### config.mk
export PLATFORM = sky130hd
export DESIGN_NAME = intel_hex_record_encoder_core
export DESIGN_NICKNAME = d
export VERILOG_FILES = /design/src/design/ihex_enc_pkg.sv /design/src/design/intel_hex_record_encoder_core.sv /design/src/design/ihex_enc_buffer.sv
export SDC_FILE = /design/constraint.sdc
export NUM_CORES = 1
export LEC_CHECK = 0
export BUFFER_PORTS_ARGS = -buffer_cell sky130_fd_sc_hd__buf_2
export CAP_MARGIN = 20
export CORE_MARGIN = 1.5
export CORE_UTILIZATION = 30
export CTS_CLUSTER_DIAMETER = 50
export CTS_CLUSTER_SIZE = 8
export DETAILED_ROUTE_END_ITERATION = 6
export PLACE_DENSITY = 0.42
export SLEW_MARGIN = 25
export SYNTH_ARGS = -nofsm -noshare
export SYNTH_HDL_FRONTEND = slang
export SYNTH_SLANG_ARGS = --single-unit
### constraint.sdc
create_clock -name clock -period 4.6 [get_ports clock]
set_input_delay 0.46 -clock clock [delete_from_list [all_inputs] [get_ports clock]]
set_output_delay 0.46 -clock clock [all_outputs]
set_load 0.02 [all_outputs]
### src/design/ihex_enc_pkg.sv
// Shared types, constants and the sequencer microcode for the Intel HEX record encoder.
// Used by the encoder core and its port checker; no dependencies.
`timescale 1ns / 1ps

package ihex_enc_pkg;

   // configuration registers
   localparam int CSR_IDX_W  = 1;
   localparam int CSR_DATA_W = 16;
   localparam int LEN_W      = 6;
   localparam logic [CSR_IDX_W-1:0] CSR_START_ADDRESS = 1'b0;
   localparam logic [CSR_IDX_W-1:0] CSR_RECORD_LENGTH = 1'b1;
   localparam logic [LEN_W-1:0]     LEN_RESET         = 6'd16;

   typedef struct packed {
      logic       has_byte;
      logic [7:0] data_byte;
      logic       end_of_input;
   } ihex_req_type;

   typedef struct packed {
      logic [6:0] high_digit;
      logic [6:0] low_digit;
      logic       record_start;
      logic       record_end;
      logic       final_of_run;
   } ihex_rsp_type;

   // byte sources of the datapath
   localparam int SRC_W = 3;
   localparam logic [SRC_W-1:0] SRC_ZERO  = 3'd0;
   localparam logic [SRC_W-1:0] SRC_ONE   = 3'd1;
   localparam logic [SRC_W-1:0] SRC_COUNT = 3'd2;
   localparam logic [SRC_W-1:0] SRC_AHI   = 3'd3;
   localparam logic [SRC_W-1:0] SRC_ALO   = 3'd4;
   localparam logic [SRC_W-1:0] SRC_DATA  = 3'd5;
   localparam logic [SRC_W-1:0] SRC_CHECK = 3'd6;

   // step sequencing conditions
   localparam int COND_W = 2;
   localparam logic [COND_W-1:0] COND_DISPATCH = 2'd0;
   localparam logic [COND_W-1:0] COND_NEXT     = 2'd1;
   localparam logic [COND_W-1:0] COND_LOOP     = 2'd2;
   localparam logic [COND_W-1:0] COND_EOF      = 2'd3;

   // program steps
   localparam int STEP_W = 4;
   localparam logic [STEP_W-1:0] STEP_IDLE      = 4'd0;
   localparam logic [STEP_W-1:0] STEP_COUNT     = 4'd1;
   localparam logic [STEP_W-1:0] STEP_AHI       = 4'd2;
   localparam logic [STEP_W-1:0] STEP_ALO       = 4'd3;
   localparam logic [STEP_W-1:0] STEP_TYPE      = 4'd4;
   localparam logic [STEP_W-1:0] STEP_DATA      = 4'd5;
   localparam logic [STEP_W-1:0] STEP_CHECK     = 4'd6;
   localparam logic [STEP_W-1:0] STEP_EOF_COUNT = 4'd7;
   localparam logic [STEP_W-1:0] STEP_EOF_AHI   = 4'd8;
   localparam logic [STEP_W-1:0] STEP_EOF_ALO   = 4'd9;
   localparam logic [STEP_W-1:0] STEP_EOF_TYPE  = 4'd10;
   localparam logic [STEP_W-1:0] STEP_EOF_CHECK = 4'd11;

   typedef struct packed {
      logic              emit;
      logic [SRC_W-1:0]  src;
      logic              first;
      logic              last;
      logic              eof_rec;
      logic [COND_W-1:0] cond;
      logic [STEP_W-1:0] target;
   } ihex_cw_type;

   function automatic ihex_cw_type ihex_ucode(input logic [STEP_W-1:0] step);
      ihex_cw_type cw;
      cw = '{emit: 1'b0, src: SRC_ZERO, first: 1'b0, last: 1'b0, eof_rec: 1'b0,
             cond: COND_DISPATCH, target: STEP_COUNT};
      unique case (step)
         STEP_IDLE: ;
         STEP_COUNT: cw = '{1'b1, SRC_COUNT, 1'b1, 1'b0, 1'b0, COND_NEXT, STEP_AHI};
         STEP_AHI:   cw = '{1'b1, SRC_AHI,   1'b0, 1'b0, 1'b0, COND_NEXT, STEP_ALO};
         STEP_ALO:   cw = '{1'b1, SRC_ALO,   1'b0, 1'b0, 1'b0, COND_NEXT, STEP_TYPE};
         STEP_TYPE:  cw = '{1'b1, SRC_ZERO,  1'b0, 1'b0, 1'b0, COND_NEXT, STEP_DATA};
         STEP_DATA:  cw = '{1'b1, SRC_DATA,  1'b0, 1'b0, 1'b0, COND_LOOP, STEP_CHECK};
         STEP_CHECK: cw = '{1'b1, SRC_CHECK, 1'b0, 1'b1, 1'b0, COND_EOF,  STEP_IDLE};
         STEP_EOF_COUNT:
            cw = '{1'b1, SRC_ZERO,  1'b1, 1'b0, 1'b1, COND_NEXT, STEP_EOF_AHI};
         STEP_EOF_AHI:
            cw = '{1'b1, SRC_ZERO,  1'b0, 1'b0, 1'b1, COND_NEXT, STEP_EOF_ALO};
         STEP_EOF_ALO:
            cw = '{1'b1, SRC_ZERO,  1'b0, 1'b0, 1'b1, COND_NEXT, STEP_EOF_TYPE};
         STEP_EOF_TYPE:
            cw = '{1'b1, SRC_ONE,   1'b0, 1'b0, 1'b1, COND_NEXT, STEP_EOF_CHECK};
         STEP_EOF_CHECK:
            cw = '{1'b1, SRC_CHECK, 1'b0, 1'b1, 1'b1, COND_NEXT, STEP_IDLE};
         default: cw = '{1'b0, SRC_ZERO, 1'b0, 1'b0, 1'b0, COND_NEXT, STEP_IDLE};
      endcase
      return cw;
   endfunction

   function automatic logic [6:0] ihex_digit(input logic [3:0] nibble);
      return (nibble < 4'd10) ? (7'd48 + 7'(nibble)) : (7'd55 + 7'(nibble));
   endfunction

endpackage

### src/design/intel_hex_record_encoder_core.sv
// Intel HEX data record encoder, top level: microcoded sequencer and byte datapath.
// Depends on ihex_enc_pkg and ihex_enc_buffer.
//
//   channel | ports                          | moves
//   --------+--------------------------------+---------------------------------------
//   req     | req_valid req_ready req_data   | one raw byte and/or end marker per item
//   rsp     | rsp_valid rsp_ready rsp_data   | one ASCII hex pair per item
//   csr     | csr_we csr_index csr_wdata     | start_address, record_length writes
//
// An item that causes no record leaves the step counter on the idle step. An item that
// closes a data record of N bytes is sent as one output pair per microcode step; end of
// input adds the 5 steps of the EOF record. The step counter walks one control word per
// cycle off the idle step unless rsp stalls. req_ready is high only on the idle step.
// A stalled rsp holds the step counter. Reset is synchronous and needs no clearing pass.
`timescale 1ns / 1ps

module intel_hex_record_encoder_core
   import ihex_enc_pkg::*;
#(
   parameter int MAX_RECORD_BYTES = 32
) (
   input  logic                  clock,
   input  logic                  reset,
   input  logic                  req_valid,
   output logic                  req_ready,
   input  ihex_req_type          req_data,
   output logic                  rsp_valid,
   input  logic                  rsp_ready,
   output ihex_rsp_type          rsp_data,
   input  logic                  csr_we,
   input  logic [CSR_IDX_W-1:0]  csr_index,
   input  logic [CSR_DATA_W-1:0] csr_wdata
);

   localparam int CNT_W = $clog2(MAX_RECORD_BYTES + 1);
   localparam int IDX_W = (MAX_RECORD_BYTES > 1) ? $clog2(MAX_RECORD_BYTES) : 1;
   localparam int CMP_W = LEN_W + 1;

   logic [STEP_W-1:0]     step_ff, step_in;
   logic                  rsp_valid_ff, rsp_valid_in;
   ihex_rsp_type          rsp_data_ff, rsp_data_in;
   logic [CNT_W-1:0]      fill_ff, fill_in;
   logic [CNT_W-1:0]      cnt_ff, cnt_in;
   logic [IDX_W-1:0]      idx_ff, idx_in;
   logic [7:0]            sum_ff, sum_in;
   logic                  eof_ff, eof_in;
   logic [15:0]           start_ff, start_in;
   logic [15:0]           next_ff, next_in;
   logic [15:0]           rec_addr_ff, rec_addr_in;
   logic [LEN_W-1:0]      len_ff, len_in;

   ihex_cw_type           cw;
   logic                  accept;
   logic                  fire;
   logic                  last_byte;
   logic                  do_data;
   logic [CNT_W-1:0]      fill_new;
   logic [LEN_W-1:0]      eff_len;
   logic [7:0]            out_byte;
   logic [7:0]            rd_byte;

   assign req_ready = (step_ff == STEP_IDLE);
   assign accept    = req_valid && req_ready;
   assign rsp_valid = rsp_valid_ff;
   assign rsp_data  = rsp_data_ff;

   ihex_enc_buffer #(
      .DEPTH (MAX_RECORD_BYTES),
      .IDX_W (IDX_W)
   ) u_buffer (
      .clock   (clock),
      .wr_en   (accept && req_data.has_byte),
      .wr_idx  (fill_ff[IDX_W-1:0]),
      .wr_byte (req_data.data_byte),
      .rd_idx  (idx_in),
      .rd_byte (rd_byte)
   );

   always_comb begin
      cw        = ihex_ucode(step_ff);
      fire      = cw.emit && (!rsp_valid_ff || rsp_ready);
      last_byte = (CNT_W'(idx_ff) + CNT_W'(1)) == cnt_ff;

      // zero reads as one, too large saturates
      if (len_ff == '0) begin
         eff_len = LEN_W'(1);
      end else if (len_ff > LEN_W'(MAX_RECORD_BYTES)) begin
         eff_len = LEN_W'(MAX_RECORD_BYTES);
      end else begin
         eff_len = len_ff;
      end

      fill_new = fill_ff + CNT_W'(req_data.has_byte);
      do_data  = (req_data.has_byte && (CMP_W'(fill_new) >= CMP_W'(eff_len)))
                 || (req_data.end_of_input && (fill_new != '0));

      unique case (cw.src)
         SRC_ZERO:  out_byte = 8'h00;
         SRC_ONE:   out_byte = 8'h01;
         SRC_COUNT: out_byte = 8'(cnt_ff);
         SRC_AHI:   out_byte = rec_addr_ff[15:8];
         SRC_ALO:   out_byte = rec_addr_ff[7:0];
         SRC_DATA:  out_byte = rd_byte;
         SRC_CHECK: out_byte = 8'h00 - sum_ff;
         default:   out_byte = 8'h00;
      endcase

      step_in = step_ff;
      unique case (cw.cond)
         COND_DISPATCH: begin
            if (accept) begin
               if (do_data) begin
                  step_in = cw.target;
               end else if (req_data.end_of_input) begin
                  step_in = STEP_EOF_COUNT;
               end
            end
         end
         COND_NEXT: begin
            if (fire) step_in = cw.target;
         end
         COND_LOOP: begin
            if (fire && last_byte) step_in = cw.target;
         end
         COND_EOF: begin
            if (fire) step_in = eof_ff ? STEP_EOF_COUNT : cw.target;
         end
      endcase

      // output register: load on a step that emits, drop when taken
      rsp_valid_in = rsp_valid_ff;
      rsp_data_in  = rsp_data_ff;
      if (fire) begin
         rsp_valid_in             = 1'b1;
         rsp_data_in.high_digit   = ihex_digit(out_byte[7:4]);
         rsp_data_in.low_digit    = ihex_digit(out_byte[3:0]);
         rsp_data_in.record_start = cw.first;
         rsp_data_in.record_end   = cw.last;
         rsp_data_in.final_of_run = cw.last && (cw.eof_rec || !eof_ff);
      end else if (rsp_ready) begin
         rsp_valid_in = 1'b0;
      end

      sum_in = sum_ff;
      if (fire) begin
         sum_in = cw.first ? out_byte : (sum_ff + out_byte);
      end

      idx_in = idx_ff;
      if (accept) begin
         idx_in = '0;
      end else if (fire && (cw.src == SRC_DATA) && !last_byte) begin
         idx_in = idx_ff + IDX_W'(1);
      end

      fill_in     = fill_ff;
      cnt_in      = cnt_ff;
      eof_in      = eof_ff;
      rec_addr_in = rec_addr_ff;
      next_in     = next_ff;
      start_in    = start_ff;
      len_in      = len_ff;
      if (accept) begin
         fill_in = do_data ? '0 : fill_new;
         cnt_in  = fill_new;
         eof_in  = req_data.end_of_input;
         if (req_data.has_byte) begin
            if (fill_ff == '0) rec_addr_in = next_ff;
            next_in = next_ff + 16'd1;
         end
         // restart addressing for the next image
         if (req_data.end_of_input) next_in = start_ff;
      end

      if (csr_we) begin
         unique case (csr_index)
            CSR_START_ADDRESS: begin
               start_in = csr_wdata;
               next_in  = csr_wdata;
            end
            CSR_RECORD_LENGTH: len_in = csr_wdata[LEN_W-1:0];
         endcase
      end
   end

   always_ff @(posedge clock) begin
      if (reset) begin
         step_ff      <= STEP_IDLE;
         rsp_valid_ff <= 1'b0;
         fill_ff      <= '0;
         idx_ff       <= '0;
         eof_ff       <= 1'b0;
         start_ff     <= 16'h0000;
         next_ff      <= 16'h0000;
         rec_addr_ff  <= 16'h0000;
         len_ff       <= LEN_RESET;
      end else begin
         step_ff      <= step_in;
         rsp_valid_ff <= rsp_valid_in;
         fill_ff      <= fill_in;
         idx_ff       <= idx_in;
         eof_ff       <= eof_in;
         start_ff     <= start_in;
         next_ff      <= next_in;
         rec_addr_ff  <= rec_addr_in;
         len_ff       <= len_in;
      end
   end

   always_ff @(posedge clock) begin
      rsp_data_ff <= rsp_data_in;
      cnt_ff      <= cnt_in;
      sum_ff      <= sum_in;
   end

endmodule

### src/design/ihex_enc_buffer.sv
// Record buffer of the Intel HEX encoder: one write port, one registered read port.
// Depends on nothing but its parameters.
`timescale 1ns / 1ps

module ihex_enc_buffer #(
   parameter int DEPTH = 32,
   parameter int IDX_W = 5
) (
   input  logic             clock,
   input  logic             wr_en,
   input  logic [IDX_W-1:0] wr_idx,
   input  logic [7:0]       wr_byte,
   input  logic [IDX_W-1:0] rd_idx,
   output logic [7:0]       rd_byte
);

   logic [7:0] mem [DEPTH];
   logic [7:0] rd_byte_ff;

   always_ff @(posedge clock) begin
      if (wr_en) begin
         mem[wr_idx] <= wr_byte;
      end
      rd_byte_ff <= mem[rd_idx];
   end

   assign rd_byte = rd_byte_ff;

endmodule

==> impl_metrics.py <==
metrics = {
    "place": {
        "place.gp.congestion": 0.816,
        "portBuffers": 50,
        "dpl-instance-area_mm2": 0.0176,
        "dp_hpwl_um": 30000,
    },
    "worst_setup_path": {
        "crit_top_cell": "a21oi_1",
        "worstPathRequired_ns": 4.94,
        "critical_path.max_fanout": 12,
        "cpMaxStageDelayCell": "dfxtp_1",
        "cp_data_arrival_time_ns": 4.35,
        "endpoint_kind": "flop",
        "crit_type": "flop to flop",
        "slowest_delay_ns": 0.41,
        "crit_path_cell_trace": "inv_1 > ha_1 > nor2b_1 > and3_1 > a22oi_1 > nand2_1 > a21oi_1 > inv_1 > ha_1 > a21o_1 > a21oi_1 > o21bai_1 > a21oi_1 > o21bai_1 > a21oi_1 > xnor2_1 > nor2_1 > xor2_1",
        "worst_setup_path_start_kind": "flop",
    },
    "logic_synthesis": {
        "synthMuxAreaShare_pct": 5.26,
        "avgSynthCellArea_um2": 12.0,
        "netlist_instances": 1361,
        "synth_compound_area_share_pct": 12.2,
        "synthesis.area_mm2": 0.0163,
        "syn_nets": 1423,
        "synth_warnings": 0,
        "synth-edff-count": 287,
        "synth_xor_area_share_pct": 1.55,
        "synthFlopType": "edfxtp_1",
        "postSynth.asyncResetShare_pct": 0,
        "synth-simple-area-share_pct": 13.2,
        "ys_ff_latch": 366,
        "synthAdderAreaFrac_pct": 2.35,
        "seq_area_frac_synth_pct": 62.5,
        "synth_cell_types": 76,
        "synth_top_family_by_area": "simple AND/OR/NAND/NOR gates",
    },
    "global_routing": {
        "grt_antenna_before_repair": 1,
        "grt_overflow": 0,
        "grt_use_total_pct": 16.5,
        "grt_pass1_vias": 11100,
        "grt_max_degree": 58,
        "grt_pass1_wl_um": 70300,
    },
    "timing": {
        "finalHoldViolations": 0,
        "setup_viol_count_final": 0,
        "slew-limit-headroom_pct": 36.6,
        "final.period_utilization_pct": 87.2,
        "finalClockSkew_ns": 0.0367,
        "worst_pin_slew_ns": 0.944,
        "fmax_ghz": 0.249,
        "post-route-min-period_ns": 4.01,
        "rsz0062_at_grt": "no",
        "setup_tns_ns": 0,
        "slew_violations": 0,
    },
    "cts": {
        "htree_levels": 2,
        "numCtsBuffers": 56,
        "cts.clk_slew.worst_paths_ns": 0.05,
        "cts_hold_buf": 0,
        "postCtsSetupRepairBufs": 0,
        "cts-root-buf": "clkbuf_16",
        "ctsResizeCount": 0,
        "worst_skew_pair.late_latency_ns": 0.61,
        "cts_max_path_buffers": 3,
        "cts_sinks": 366,
        "cts_tree": "built",
    },
    "floorplan": {
        "fp.dieW_um": 236,
        "coreArea_mm2": 0.0538,
        "row_count": 85,
        "start_util_pct": 30.3,
        "io_pins": 51,
        "die_h_um": 236,
        "dieArea_mm2": 0.0558,
    },
    "power": {
        "power_w": 0.00927,
        "powerDensity_mw_per_mm2": 480,
        "p_leak_nw": 6.72,
        "ir_drop_uv": 279,
    },
    "route": {
        "vias_per_cell": 5.08,
        "drtIter0Drc": 754,
        "wl_um": 45800,
        "drc": 0,
        "vias": 11100,
        "drt.antenna.violating_nets": 0,
        "first_pass_iters": 7,
        "wl_per_cell_um": 20.9,
    },
    "layout": {
        "num_antenna_cells": 0,
        "final_nets": 1514,
        "fin_area_mm2": 0.0193,
        "fill_cells": 5305,
        "syn_to_final_growth_pct": 18.5,
        "drive_gt1_share_pct": 15.4,
    },
    "run_status": {
        "status": "finished, final reports clean",
    },
    "job": {
        "maxCapViolCount": 0,
    },
    "min_path": {
        "hold_path.class": "primary input to flop",
    },
}
## cell usage in the layout, fill, tap and decap left out, drive strengths merged, types with 16 or more instances in the layout
cell,n
edfxtp,287
nand2,210
a21oi,113
buf,112
nor2,89
clkbuf,87
dfxtp,79
nand3,78
mux2i,41
a211oi,38
inv,30
ha,29
a22oi,26
o21ai,23
xnor2,19
mux4,16
## Yosys cell counts, types with 5 or more instances
library cell    n  area (µm²)
a211oi_1       38         285
a21o_1          7        52.6
a21oi_1       112         561
a22oi_1        26         195
a31oi_1         9        56.3
a32oi_1        14         123
and3_1         12        75.1
buf_1           7        26.3
buf_2          18        90.1
clkbuf_1       48         180
dfxtp_1        79        1580
edfxtp_1      287        8620
ha_1           29         363
inv_1          29         109
mux2_2          5        56.3
mux2i_1        40         400
mux4_2         14         315
nand2_1       209         785
nand2b_1       11        68.8
nand3_1        78         390
nand3b_1        7        52.6
nand4_1        10        62.6
nor2_1         89         334
nor2b_1         8        50.1
nor3_1         14        70.1
o211a_1        12         120
o21a_1          5        37.5
o21ai_0        20         100
o221a_2         8        90.1
or3_1           8        50.1
xnor2_1        18         158
xor2_1          9        78.8
## per-layer routing
metal  vias to the layer above  GRT usage [%]  part of all wire, %  wire (µm)
li1                       5306              -                    -          -
met1                      5523           23.4                   48      21900
met2                       209           26.0                   46      20900
met3                        69           2.94                  4.3       1960
met4                         2           4.58                  2.1        970
met5                         -              0                0.024         11
## logic make-up after synthesis
family          after synthesis
buf+inv                     109
mux                          63
simple gates                471
xor+xnor                     28
fa+ha+maj                    30
compound gates              294
flops                       366
## sequential cells by signal (all words and copies together) (netlist names), 8 cells and up
register and cells:
next_ff 16, u_buffer.mem 256, rsp_data 17, rec_addr_ff 16, u_buffer.rd_byte 8, start_ff 16
sum_ff 8
## where the power goes
part	total, W	switching (W)	internal (W)
combinational	0.00139	0.000899	0.000488
clock	0.00391	0.00150	0.00242
sequential	0.00397	0.000158	0.00381
## worst paths after layout
check / start / to / slack [ns] / cells past startpoint
worst max-delay path: step_ff[3] / sum_ff[7] / 0.59 / 18
worst max register to register: step_ff[3] / sum_ff[7] / 0.59 / 18
worst min-delay path: csr_wdata[13] / next_ff[13] / 0.13 / 3
worst min register to register: start_ff[1] / start_ff[1] / 0.45 / 2
## per-stage QoR
stage               utilization [%]  setup slack [ns]  hold WS, ns  cells
finish                         35.9             0.587        0.131   2188
floorplan                         -             0.864        0.431   1361
CTS                            35.9             0.548       0.0876   2188
detailed placement             32.7             0.584        0.443   2090
global route                   35.9             0.159        0.119   2188
global placement               32.7             0.447        0.439   2090
## worst max-delay path, delay by kind of cell, from the launching register on
kind                     cells  cell delay (ns)
AO/OA/AOI/OAI                8             1.51
XOR/XNOR                     2             0.28
adder cells (fa/ha/maj)      2             0.62
buffers and inverters        2             0.22
flip-flops                   1             0.41
AND/OR/NAND/NOR              4             0.71
## final cells by class
class | count | area (µm²) | share of cell area (%)
Sequential cell | 366 | 10200 | 52.8
Multi-Input combinational cell | 886 | 5690 | 29.4
Clock buffer | 87 | 1550 | 8.01
Tap cell | 696 | 871 | 4.51
Timing Repair Buffer | 112 | 741 | 3.83
Clock inverter | 11 | 163 | 0.842
Inverter | 30 | 114 | 0.589
Note: power is estimated with default switching activity, not from simulation.
